<file path="config.mk">
export PLATFORM = sky130hd
export DESIGN_NAME = rfb_map
export DESIGN_NICKNAME = d
export VERILOG_FILES = /design/src/design/rfb_pkg.sv /design/src/design/rfb_map.sv
export SDC_FILE = /design/constraint.sdc
export NUM_CORES = 1
export LEC_CHECK = 0
export BUFFER_PORTS_ARGS = -buffer_cell sky130_fd_sc_hd__buf_4
export CORE_MARGIN = 1
export CORE_UTILIZATION = 50
export CTS_BUF_LIST = sky130_fd_sc_hd__clkbuf_2
export CTS_CLUSTER_SIZE = 14
export DETAILED_ROUTE_END_ITERATION = 8
export GPL_ROUTABILITY_DRIVEN = 0
export PLACE_DENSITY = 0.82
export SLEW_MARGIN = 20
export SYNTH_ARGS = -nofsm -noshare
export SYNTH_HDL_FRONTEND = slang
export SYNTH_SLANG_ARGS = --single-unit
export TNS_END_PERCENT = 30
</file>
<file path="constraint.sdc">
create_clock -name clk_i -period 1.68 [get_ports clk_i]
set_clock_uncertainty 0.05 [all_clocks]
set_input_delay 0.084 -clock clk_i [delete_from_list [all_inputs] [get_ports clk_i]]
set_output_delay 0.084 -clock clk_i [all_outputs]
set_load 0.03 [all_outputs]
</file>
<file path="src/design/rfb_pkg.sv">
// shared types, constants and byte helpers for the rotated frame buffer
// no dependencies; used by the mapper, the top level and the checker
`default_nettype none

package rfb_pkg;

  localparam int unsigned PANEL_WIDTH_DEF  = 128;
  localparam int unsigned PANEL_HEIGHT_DEF = 250;

  localparam logic [7:0] BYTE_BLACK = 8'hFF;
  localparam logic [7:0] BYTE_WHITE = 8'h00;
  localparam logic [7:0] MASK_MSB   = 8'h80;

  typedef enum logic [1:0] {
    OP_PLOT = 2'd0,
    OP_FILL = 2'd1,
    OP_SCAN = 2'd2,
    OP_NOP  = 2'd3
  } op_e;

  typedef enum logic [1:0] {
    ST_SWEEP,
    ST_IDLE,
    ST_READ,
    ST_WRITE
  } state_e;

  // panel wants lsb first and inverted polarity
  function automatic logic [7:0] panel_format(logic [7:0] b);
    logic [7:0] r;
    for (int i = 0; i < 8; i++) begin
      r[7 - i] = b[i];
    end
    return ~r;
  endfunction

endpackage

`default_nettype wire

</file>
<file path="src/design/rfb_map.sv">
// plot coordinate mapper: clip to the rotated size, rotate, form byte address and bit mask
// uses rfb_pkg; results are registered on en_i
`default_nettype none

module rfb_map #(
  parameter int unsigned PANEL_WIDTH  = rfb_pkg::PANEL_WIDTH_DEF,
  parameter int unsigned PANEL_HEIGHT = rfb_pkg::PANEL_HEIGHT_DEF,
  parameter int unsigned AW           = 12
) (
  input  wire logic                 clk_i,
  input  wire logic                 en_i,
  input  wire logic [1:0]           rot_i,
  input  wire logic signed [15:0]   pos_x_i,
  input  wire logic signed [15:0]   pos_y_i,
  output logic                      hit_o,
  output logic [AW-1:0]             addr_o,
  output logic [7:0]                mask_o
);

  localparam int unsigned RB = (PANEL_WIDTH + 7) / 8;
  localparam int unsigned XW = $clog2(PANEL_WIDTH);
  localparam int unsigned YW = (PANEL_HEIGHT > 1) ? $clog2(PANEL_HEIGHT) : 1;

  logic signed [15:0] w_s, h_s;
  logic               in_range;
  logic [15:0]        px16, py16;
  logic [XW-1:0]      px;
  logic [YW-1:0]      py;
  logic [AW-1:0]      addr_d;
  logic [7:0]         mask_d;
  logic               hit_q;
  logic [AW-1:0]      addr_q;
  logic [7:0]         mask_q;

  always_comb begin
    w_s = rot_i[0] ? 16'(PANEL_HEIGHT) : 16'(PANEL_WIDTH);
    h_s = rot_i[0] ? 16'(PANEL_WIDTH)  : 16'(PANEL_HEIGHT);
    in_range = !pos_x_i[15] && !pos_y_i[15] && (pos_x_i < w_s) && (pos_y_i < h_s);
    case (rot_i)
      2'd1: begin
        px16 = 16'(PANEL_WIDTH - 1) - pos_y_i;
        py16 = pos_x_i;
      end
      2'd2: begin
        px16 = 16'(PANEL_WIDTH - 1) - pos_x_i;
        py16 = 16'(PANEL_HEIGHT - 1) - pos_y_i;
      end
      2'd3: begin
        px16 = pos_y_i;
        py16 = 16'(PANEL_HEIGHT - 1) - pos_x_i;
      end
      default: begin
        px16 = pos_x_i;
        py16 = pos_y_i;
      end
    endcase
    px     = px16[XW-1:0];
    py     = py16[YW-1:0];
    addr_d = AW'(py * RB) + AW'(px >> 3);
    mask_d = rfb_pkg::MASK_MSB >> px[2:0];
  end

  always_ff @(posedge clk_i) begin
    if (en_i) begin
      hit_q  <= in_range;
      addr_q <= addr_d;
      mask_q <= mask_d;
    end
  end

  assign hit_o  = hit_q;
  assign addr_o = addr_q;
  assign mask_o = mask_q;

endmodule

`default_nettype wire

</file>
-- Word level (Yosys, flattened, before mapping)
Cells that the tools add are included.
- add/subtract/negate cells: 5
- multipliers: 0
- divide/modulo/power cells: 0
- $lt $le $gt $ge: 2
- equal/unequal tests: 3
- shift-type cells: 1
- multiplexer cells: 4
- bitwise logic cells: 0
- reductions and logical operators: 5
- operator list (cell ; count):
    16-bit by 9-bit < comparator with 1-bit output ; 2
    8-bit case mux with 3 select lines ; 1
    7-bit case mux with 3 select lines ; 1
    8-bit subtractor, first input constant ; 2
    7-bit 2-to-1 mux ; 2
    7-bit subtractor, first input constant ; 2
    12-bit by 4-bit adder with 12-bit output ; 1
    8-bit by 3-bit >> shifter with 8-bit output, first input constant ; 1
    2-bit equality test, second input constant ; 2
    1-bit logical AND ; 3
    2-bit by 1-bit equality test with 1-bit output, second input constant ; 1
    1-bit zero test ; 2
- bits in registers: 21
- latch bits: 0
- bits in writable memories: 0
- bits in read-only memories: 0
- input bits: 36
- output and inout bits: 21
- memories kept: 0

-- Longest topological paths before layout
Gate-level depths: netlist of run 1.
- word-level depth: 4
- mapped depth: 7
- gate-level depth less buffers: 6

-- Worst setup path after synthesis of run 1
No wires, ideal clock.
- path kind: input to register
- from: in rot_i[0]
- to: reg addr_q[11], in the netlist addr_o[11] (data pin)
- arrival: 1123 ps
- required time: 1359 ps
- setup slack: 235 ps
- cell stages on the path: 7
- cell sequence: buf_4 nand2_4 mux2i_1 ha_1 nand4b_1 o311ai_0 xor2_1
- word-level cells in the longest chain between the ends: 3
- elaborated cells on any way between the ends: 6
- those cells by class: 1 x add/sub; 3 x eq/ne; 2 x mux
- ends and longest elaborated chain (what ; RTL line ; text):
    start: declaration ; rfb_map.sv:12 ; input wire logic [1:0] rot_i,
    2-bit equality test or 2-bit by 1-bit equality test with 1-bit output (tied branches) ; rfb_map.sv:39 ; case (rot_i)
    8-bit case mux with 3 select lines or 7-bit case mux with 3 select lines (tied branches) ; rfb_map.sv:39 ;
    12-bit by 4-bit adder with 12-bit output * ; rfb_map.sv:59 ; addr_d = AW'(py * RB) + AW'(px >> 3);
    net addr_d[11] ; rfb_map.sv:29 ; logic [AW-1:0] addr_d;
    end signal: assignment ; rfb_map.sv:66 ; addr_q <= addr_d;
    end: declaration ; rfb_map.sv:32 ; logic [AW-1:0] addr_q;
The timed path passes the listed nets; every way through them passes the cells marked *.
A chain may end at the register's enable or synchronous reset.

-- Worst setup path after layout of run 1
Ends and elaborated chain as after synthesis.

==> summary by stage, run 1 <==
Timing
The max-slew violation count is 0. Measured against its own limit, the worst slew margin works out to 68.3%. The post-route setup TNS is 0 ns.

Setup repair after global routing left no endpoint under its margin. The final number of hold-violating endpoints came to 0. The worst path needs 1.28 ns of the cycle, external delays included. The final critical path takes up 76.2% of the cycle. The maximum clock frequency is 782 MHz. At the pin with the least slew margin, the transition time is between 0.4 and 0.5 ns. The count of final setup violators is 0.

Routing
For this run, design rule violations remaining after detail routing come to 0. The per-cell via count in the routed design is about 5.7. Before antenna repair, the detailed router went through 4 iterations.

The post-detailed-route wirelength per cell is around 15 um. The detailed router's first-iteration violation count is 29. Across all layers, the routed design uses approximately 1,200 vias.

The detail route stage leaves a number of antenna-violating nets equal to 0. The routed design has 3300 um of wire.

Synth
Counting distinct cell types in the post-synthesis netlist gives 39. During synthesis, Yosys emitted a total of 0 warnings. The post-synthesis average cell area is 10.9 um2. The share of async-settable or async-resettable flops after synthesis is 0%. Synthesis produced 129 cells. The synthesized design contains 21 register bits. The primary flip-flop cell chosen by synthesis mapping is edfxtp_1.

In this run, synthesis inferred 21 flip-flops with an integrated enable. After synthesis, flip-flops and latches occupy 44.8% of the total area. The synthesized net count is 174. The post-synth design cell area is 1410 um2.

Critical path
The required time reported for the critical path endpoint is 1.72 ns. The worst setup path is launched from an input pin. The kind of critical path is input pin to flop. The buffer and inverter count on the worst path is 1. The worst-path cell with the longest stage delay is ha_1. The cell family with the largest share of critical-path delay is simple AND/OR/NAND/NOR gates.

The peak fanout along the critical path is 12. The depth of the critical timing path with buffers and inverters included is 7. Data arrives at the worst endpoint at 1.32 ns.

The maximum single-stage delay on the critical path is 0.24 ns. The kind of capture point of the worst setup path is a flop. Traced cell by cell, the critical path runs through buf_4 -> nand2_4 -> mux2i_1 -> ha_1 -> nand4b_1 -> o311ai_0 -> xor2_1.

Final layout
Fill cells in the final layout number 195. In the final layout, the multi-input gates occupy around 730 um2. The register cell area after layout is between 600 and 700 um2. The finished cells cover 1880 um2.

After the last flow step, the layout net total stands at 232. Measured on the finished design, the core utilization comes to between 70% and 80%. The post-route netlist has 37.1% of its cells at a drive strength greater than 1. The antenna cell count is 0. Relative to the synthesized area, the layout overhead comes to 33.4%.

Clock network
TritonCTS built the clock tree. The buffer type at the clock tree root is clkbuf_2. The clock slew seen by the registers of the worst setup and hold paths is 0.18 ns.

After clock tree synthesis, the setup repair step added 0 buffers. Hold repair after CTS inserted 0 buffers. The longest clock path from root to sink contains 2 buffers. In this run the number of H-tree levels came out at 1. In this run, post-CTS repair resized a total of 0 instances. Counting the buffers created by CTS gives 3. The clock sink count is 21.

Flow run
The max-capacitance violation count is 0.

Run status
The run finished with clean final reports.

Global routing
The first global-routing pass estimated 4910 um of wire. The via count of the first global-routing pass is 1,085. The all-layer global routing usage is 23.2%.

The overflow left after global routing is 0. The number of antenna violations at the first check in global routing came to 0. The maximum number of pins on one net before global-route repair is 22.

Hold path
The number of stages on the worst hold path is 2. The class of the tightest hold or removal check is input pin to flop.

Placed design
Detailed placement finished with a half-perimeter wire length of roughly 2700 um. The instance area at placement is 1860 um2. The quantity of I/O buffers inserted on ports is 56.

Pwr
The power per standard cell area is 718 nW/um2. The worst voltage drop across the vdd grid is 0.000489 V. The standby leakage power is 0.000825 uW.

Die
The die covers a little over 3000 um2. Pin placement for this block handled 57 I/O pins. After floorplanning, the core was divided into 18 placement rows. In this run the horizontal extent of the chip is 55.0 um. The floorplan step defined a core boundary enclosing 2570 um2. The die height is 55.0 um. Once the floorplan was initialized, standard cells occupied 54.8% of the core.
-- per-stage QoR --
| step | hold WS [ns] | worst slack [ns] | instances | power [uW] |
|---|---|---|---|---|
| after floorplan | 0.146 | 0.235 | 129 | 937 |
| after global placement | 0.382 | 0.184 | 212 | 1130 |
| after detailed placement | 0.385 | 0.0528 | 212 | 1150 |
| after CTS | 0.0366 | 0.411 | 216 | 1340 |
| after global routing | 0.0294 | 0.323 | 216 | 1400 |
| final | 0.0305 | 0.400 | 216 | 1350 |
-- synthesized netlist by cell type (all sizes together), types with 2 or more instances --
cell type	n	area, um2
a21oi	4	20.0
a31oi	2	12.5
and2	2	12.5
buf	5	27.5
edfxtp	21	631
ha	9	113
inv	3	11.3
mux2i	12	120
nand2	9	41.3
nand3	2	10.0
nor2	15	56.3
nor4	3	18.8
o21ai	9	45.0
xnor2	6	52.6
xor2	5	43.8
-- worst paths after layout --
kind	from	endpoint
setup / recovery	rot_i[0]	addr_o[11]$_DFFE_PP_
hold / removal	pos_x_i[7]	hit_o$_DFFE_PP_
-- sequential cells by signal (all words and copies together) (netlist names) --
signal / count
addr_o: 12
hit_o: 1
mask_o: 8
-- kinds of logic after synthesis --
logic type	Yosys count	synth area share (%)
xor gates and xnor gates	11	6.85
muxes	13	9.34
buffers and inverters	9	3.02
DFF	21	44.8
and+or+nand+nor	38	13.7
AOI/OAI and AO/OA	28	14.2
adders and majority gates	9	8.01
-- metal layers --
metal,up-vias,global-route usage (%),routed length (um)
met4,0,8.75,61
li1,601,-,-
met1,579,31.5,1420
met2,50,39.2,1660
met3,7,0.820,156
met5,-,0,0
-- area by class of cell --
| cell class | count | share of cell area [%] |
|---|---|---|
| inverters | 3 | 0.600 |
| clock buffers | 4 | 1.07 |
| multi-input cells | 99 | 39.1 |
| well taps | 30 | 2.00 |
| flip-flops and latches | 21 | 33.6 |
| repair buffers | 59 | 23.6 |
-- where the power goes --
| group | total, uW | internal (uW) | switching (uW) | leakage (uW) |
|---|---|---|---|---|
| Sequential | 657 | 642 | 14.9 | 0.000203 |
| Clock | 213 | 63.0 | 150 | 0.0000166 |
| Combinational | 476 | 200 | 276 | 0.000605 |
-- placed cells by master (no fill, tap or decap), types with 2 or more instances in the layout --
master    count
nor4_1        3
o21ai_0       9
inv_1         3
edfxtp_1     21
ha_1          9
a31oi_1       2
a21oi_1       4
xor2_1        5
xnor2_1       6
buf_4        59
nor2_1       15
nand3_1       2
nand2_1       8
and2_1        2
clkbuf_2      4
mux2i_1      12
Power figures use the tool's default switching activity.
==> inputs of run 2 (changes only) <==
clock period = 1.3 ns   (was 1.68 ns; I/O delays follow)
==> run 2 against run 1 <==
Largest power group unchanged; non-clock buffer count increased by 14; utilization increased by 4.7 points; flip-flop and latch count unchanged; count of clock-buffer cells in the layout unchanged; via count increased by 8.7%; sequential share of layout area decreased by 2.0 points; global-route usage increased by 5.5 points; sequential power increased by 29%; final area increased by 6.5%.
==> summary by stage, run 2 (same netlist as run 1, synthesis figures left out) <==
Routing
The per-cell via count in the routed design is 5.85. The first routing iteration left 61 violations. The final layout contains routed wiring with a total length of 3760 um. The via total after detailed routing is 1,345. The post-detailed-route wirelength per cell is between 15 and 20 um. The number of remaining DRC errors is 0. The detailed-router iteration count before antenna repair is 4. Once detail routing completed, the nets flagged for antenna violations numbered 0.

Clock network
The clock slew seen by the registers of the worst setup and hold paths is approximately 0.20 ns. The CTS buffer count is 3. The number of H-tree levels is 1. Clock tree synthesis selected as its root buffer the cell clkbuf_2. The number of buffers between clock root and the deepest sink is 2. CTS saw 21 sinks. TritonCTS built the clock tree.

Final layout
The count of cells in the finished layout, fillers not included, comes to 230. The most common cell after layout, fill and taps aside is buf_4. The layout cell share with drive strength beyond 1 is 42.0%. The antenna cell count is 0. The area overhead of the layout relative to synthesis is 42.0%.

The register with the most flip-flops in the layout has 12 of them. The library cells used most frequently in the layout, excluding fill and tap cells, are 72 x buf_4, 21 x edfxtp_1, 15 x nor2_1. Once layout is done, the placed cells without fillers occupy 2000 um2. Counting the fill cells in the layout gives roughly 170. The final layout contains about 250 nets.

Timing
The worst path in the final design needs a cycle of 1.18 ns, including I/O delays and setup. After layout, the worst setup slack is between 0.1 and 0.15 ns. The share of the cycle needed by the critical path after routing is 90.6%. Setup repair after global routing left no endpoint under its margin. The max-slew violation count was 0. The count of final setup violators is 0. The maximum clock frequency is 849 MHz. Hold timing on the final database bottoms out at a slack of about 0.048 ns. The final number of hold-violating endpoints is 0. The slew at the pin with the worst max-slew slack is 0.452 ns. The tightest slew margin relative to the limit is a little over two thirds.

The post-route setup TNS is 0 ns.

Critical path
On the worst path, the slowest cell contributes a delay of 0.52 ns. For the worst setup path, the data arrival time is 1.32 ns. By startpoint and endpoint, the worst setup path is classified as input pin to flop. The kind of capture point of the worst setup path is a flop. Traced cell by cell, the critical path runs through buf_4 -> or4_4 -> a221oi_2 -> nand4_1 -> a311oi_1. The peak fanout along the critical path is 1. Among all stages on the critical path, the largest delay is contributed by or4_4. The critical path startpoint category is an input pin. For the worst setup path, the data required time is approximately 1.4 ns.

Global routing
The number of antenna violations at the first check in global routing is 0. The overflow left after global routing is 0. For this run, the total global-route usage over all layers was measured as 28.7%.

The via count of the first global-routing pass came to approximately 1,300. The wire length of the first global-routing pass is 5960 um. Entering global routing, the biggest net connects 22 pins.

Placed design
The placed instances occupy a cell area of just under 2000 um2. The half-perimeter wire length after placement is 3070 um. At the placement stage, the worst setup path has a slack of -0.205 ns. The quantity of I/O buffers inserted on ports is 56.

The number of instances in the placed design is roughly 230.

Pwr
The internal power is 1200 uW. Summed over all nets, the switching power comes to around 600 uW. In this run switching power makes up 33.5% of total power. VDD sags by at most 0.000670 V. The power per standard cell area is 905 nW/um2. Of the total power, registers draw 47.0%. For this design the static power due to leakage is 0.000894 uW. The proportion of power drawn by the clock network is between 15 and 20%. The relative contribution of combinational cells to total power is 36.7%.

Hold path
Along the worst hold path, the cell count comes to 1. The startpoint identified for the worst hold timing path is en_i. The worst hold path belongs to the class input pin to flop. The worst hold path terminates at hit_o$_DFFE_PP_.

Die
Row generation in the floorplan step produced 18 rows. In this run the vertical extent of the chip is 55.0 um. The die covers 3030 um2.

Once the floorplan was initialized, standard cells occupied 54.8% of the core. The width of the chip is 55.0 um. between 50 and 60 I/O pins were placed. The core area is 2570 um2.

Flow run
The max-capacitance violation count is 0.

Run status
The run finished with clean final reports.
-- run 2: changes by cell type in the layout (fill, tap and decap cells not counted), sizes merged --
cell / change
buf: +13
dlymetal6s4s: +1
-- run 2: worst max-delay path by stage --
stage / startpoint / endpoint / cells past startpoint
after floorplan: rot_i[0] / addr_o[11]$_DFFE_PP_ / 7
after CTS: pos_x_i[7] / hit_o$_DFFE_PP_ / 5
after global placement: pos_x_i[13] / hit_o$_DFFE_PP_ / 5
after global routing: pos_x_i[13] / hit_o$_DFFE_PP_ / 5
after detailed placement: pos_x_i[13] / hit_o$_DFFE_PP_ / 5
final: pos_x_i[13] / hit_o$_DFFE_PP_ / 5
-- run 2: through the flow --
stage	total power, uW	util, %
after floorplan	1220	-
after global placement	1490	76.8
after detailed placement	1530	76.8
after CTS	1800	78.0
after global routing	1880	77.8
final	1810	77.8
-- run 2: final cells by class --
cell class / count / area, um2 / area share (%)
Clock buffer: 4 / 20.0 / 1.00
Multi-Input combinational cell: 99 / 744 / 37.3
Timing Repair Buffer: 73 / 553 / 27.7
Inverter: 3 / 11.3 / 0.564
Sequential cell: 21 / 631 / 31.6
Tap cell: 30 / 37.5 / 1.88
-- run 2: power by group through the flow --
stage | combinational (uW) | clock, uW | sequential (uW)
floorplan | 210 | 0 | 1010
global placement | 631 | 0 | 863
detailed placement | 659 | 0 | 867
CTS | 663 | 290 | 851
global route | 712 | 307 | 857
finish | 663 | 294 | 850
-- run 2: timing repair --
action,4_1_cts,5_1_grt
buffers inserted,0,0
endpoints found under the hold margin,1,0
setup endpoints to repair,0,1
gates resized for setup,0,1
hold buffers,1,0
-- run 2: layer usage --
layer | vias up | GRT usage, % | share of wire (%)
met1 | 623 | 38.3 | 38
met2 | 78 | 48.0 | 52
met3 | 11 | 1.09 | 6.6
met5 | - | 0 | 0
li1 | 633 | - | -
met4 | 0 | 13.3 | 3.3
-- run 2: critical path: cells and delay by family --
family | cells | cell delay [ns]
and+or+nand+nor | 2 | 0.66
AOI/OAI and AO/OA | 2 | 0.49
buffers and inverters | 1 | 0.11
==> inputs of run 3 (changes only) <==
CTS_CLUSTER_DIAMETER = 120   (was default)
HOLD_SLACK_MARGIN = 0.08   (was default)
SETUP_SLACK_MARGIN = 0.3   (was default)
==> run 3 against run 2 <==
First-iteration DRC count is 4.9% higher; final area up 8.1%; fmax is 4.4% higher; hold slack got worse by 0.011 ns; power grew 3.7%; via count increased by 5.9%; clock power is 5% lower; cell count rose by 3.5%; sequential power rose by 0.6%.
==> summary by stage, run 3 (same netlist as run 1, synthesis figures left out) <==
Die
The floorplan has 18 rows. The width of the chip is 55.0 um. 57 I/O pins were placed.

The die is 55.0 um tall. The initial utilization of the core area, before any placement, comes to 54.8%. The die covers ~3000 um2. After floorplanning, the core was sized to cover 2570 um2.

Final layout
The number of inserted filler cells in the final layout is 136. The multi-input combinational cell area is between 700 and 800 um2. The layout cell share with drive strength beyond 1 is 45.2%. The area overhead of the layout relative to synthesis is 53.5%. The most common cell after layout, fill and taps aside is buf_4. The flip-flop count of the largest register after layout is 12. The repair_antennas step left the layout with diodes totalling 0. In the layout the commonest cells are 66 x buf_4, 21 x edfxtp_1, 15 x nor2_1.

The sequential cells in the finished layout cover a total of 631 um2. The number of nets in the layout is ~250.

Pwr
The worst voltage drop across the vdd grid is a little over 0.0007 V. The analysis attributes to cell leakage a power of 0.000950 uW. The power per standard cell area is 868 nW/um2.

Critical path
The last element of the critical path is hit_o$_DFFE_PP_. For this design, the slowest cell found on the critical path is or4_4. The required time reported for the critical path endpoint is 1.42 ns. The peak fanout along the critical path is 1. The kind of critical path is input pin to flop. STA classifies the critical path endpoint as a flop.

The data arrival time of the worst path is 1.25 ns. Walking the worst path, the cells encountered are buf_4 -> or4_4 -> a221oi_2 -> nand4_1 -> a311oi_1. The beginning of the critical path is pos_x_i[13]. STA classifies the critical path startpoint as an input pin. The maximum single-stage delay on the critical path is about 0.52 ns.

Global routing
The number of antenna violations at the first check in global routing was 0. The met3 layer usage reported by global route is 5.19%. The wire length of the first global-routing pass is 6580 um. The via count of the first global-routing pass is 1,389. The highest-utilization routing layer at the global route stage is met2. The overflow left after global routing is 0. Entering global routing, the biggest net connects 22 pins.

The all-layer global routing usage is roughly a third. For this run, global-route usage on met1 was measured as 37.4%. In the global route stage, met2 resource usage came out at a little under three fifths.

Timing
The share of the cycle needed by the critical path after routing is between 80 and 90%. For the pin with the worst max-slew slack, the measured transition is 0.376 ns. Setup repair after global routing could not meet its margin everywhere. Setup slack on the critical path of the routed design comes to roughly 0.17 ns.

Based on the critical path, the design can be clocked at up to between 800 and 900 MHz. The max-slew violation count is 0. The final number of hold-violating endpoints is 0. The tightest slew margin relative to the limit is 74.7%. Setup violations remaining at the end of the flow were counted as 0. Adding up every negative setup slack in the final design gives 0 ns. The post-route minimum period is 1.13 ns.

Clock network
Clock tree synthesis inserted a total of 3 buffers. TritonCTS built the clock tree. CTS built an H-tree with a depth of 1. The clock sink count is 21. The clock slew seen by the registers of the worst setup and hold paths is 0.19 ns. Hold repair after CTS inserted 5 buffers. CTS placed an instance of clkbuf_2 at the clock tree root. The number of buffers between clock root and the deepest sink is 2.

Hold path
The class of the tightest hold or removal check is input pin to flop.

Routing
For this block, the initial DRC count from the detailed router was 64. The post-detailed-route wirelength per cell is 18.1 um. The routed design has 4310 um of wire. The count of antenna-violating nets left after detailed routing is 0.

The pre-antenna-repair detailed-routing pass consisted of 4 iterations. Using the TritonRoute via totals, the vias-per-cell ratio works out to 5.98. For this run, design rule violations remaining after detail routing come to 0.

The via total after detailed routing is 1,424.

Run status
The run finished with clean final reports.

Flow run
Across the run, the number of max-cap violations was 0.

Placed design
The quantity of I/O buffers inserted on ports is between 50 and 60. The half-perimeter wire length after placement is 3080 um. The setup slack at placement is -0.155 ns.
==> run 3: changes by cell type in the layout (fill, tap and decap cells not counted), moves of 2 or more <==
| cell | before | now |
|---|---|---|
| buf_6 | 0 | 9 |
| mux2i_1 | 12 | 10 |
| buf_4 | 72 | 66 |
| mux2i_2 | 0 | 2 |
| dlygate4sd3_1 | 0 | 5 |
==> run 3: final cells by class <==
type	count	area share, %
sequential	21	29.2
tap	30	1.74
multi-input combinational	99	36.7
clock inverter	1	0.232
timing repair buffer	81	30.9
inverter	3	0.522
clock buffer	3	0.696
==> run 3: through the flow <==
stage               hold WS, ns  util (%)  instance area, um2  total power [uW]  cells
finish                   0.0375      84.1                2160              1870    238
global route             0.0153      84.1                2160              1950    238
CTS                      0.0395      82.6                2120              1830    238
detailed placement        0.369      77.9                2000              1540    228
global placement          0.366      77.9                2000              1510    228
floorplan                 0.127         -                1430              1220    129
==> run 3: worst max-delay path, delay by kind of cell <==
family | cells | cell delay, ns
buffers and inverters | 1 | 0.11
AND/OR/NAND/NOR | 2 | 0.64
AO/OA/AOI/OAI | 2 | 0.43
==> run 3: worst min path at each step <==
stage	startpoint	end	slack, ns	cells past startpoint
after floorplan	en_i	addr_o[0]$_DFFE_PP_	0.13	0
after global placement	pos_x_i[7]	hit_o$_DFFE_PP_	0.37	2
after detailed placement	pos_x_i[7]	hit_o$_DFFE_PP_	0.37	2
after CTS	pos_y_i[12]	hit_o$_DFFE_PP_	0.04	4
after global routing	pos_y_i[14]	hit_o$_DFFE_PP_	0.02	4
final	pos_y_i[12]	hit_o$_DFFE_PP_	0.04	4
==> run 3: what timing repair did <==
| action | CTS | global route |
|---|---|---|
| resized for setup | 8 | 8 |
| endpoints found under the hold margin | 24 | 1 |
| pin swaps | 3 | 0 |
| buffers inserted | 1 | 0 |
| endpoints found under the setup margin | 33 | 33 |
==> run 3: metal layers <==
metal / up-vias / share of wire [%] / routed length (um)
li1: 649 / - / -
met1: 657 / 35 / 1530
met2: 105 / 53 / 2280
met3: 13 / 9.1 / 392
met4: 0 / 2.6 / 112
met5: - / 0 / 0
==> run 3: power by group <==
part | internal (uW) | switching [uW] | total, uW
clock | 69.7 | 210 | 279
sequential | 831 | 24.2 | 855
combinational | 336 | 403 | 739
total | 1240 | 637 | 1870
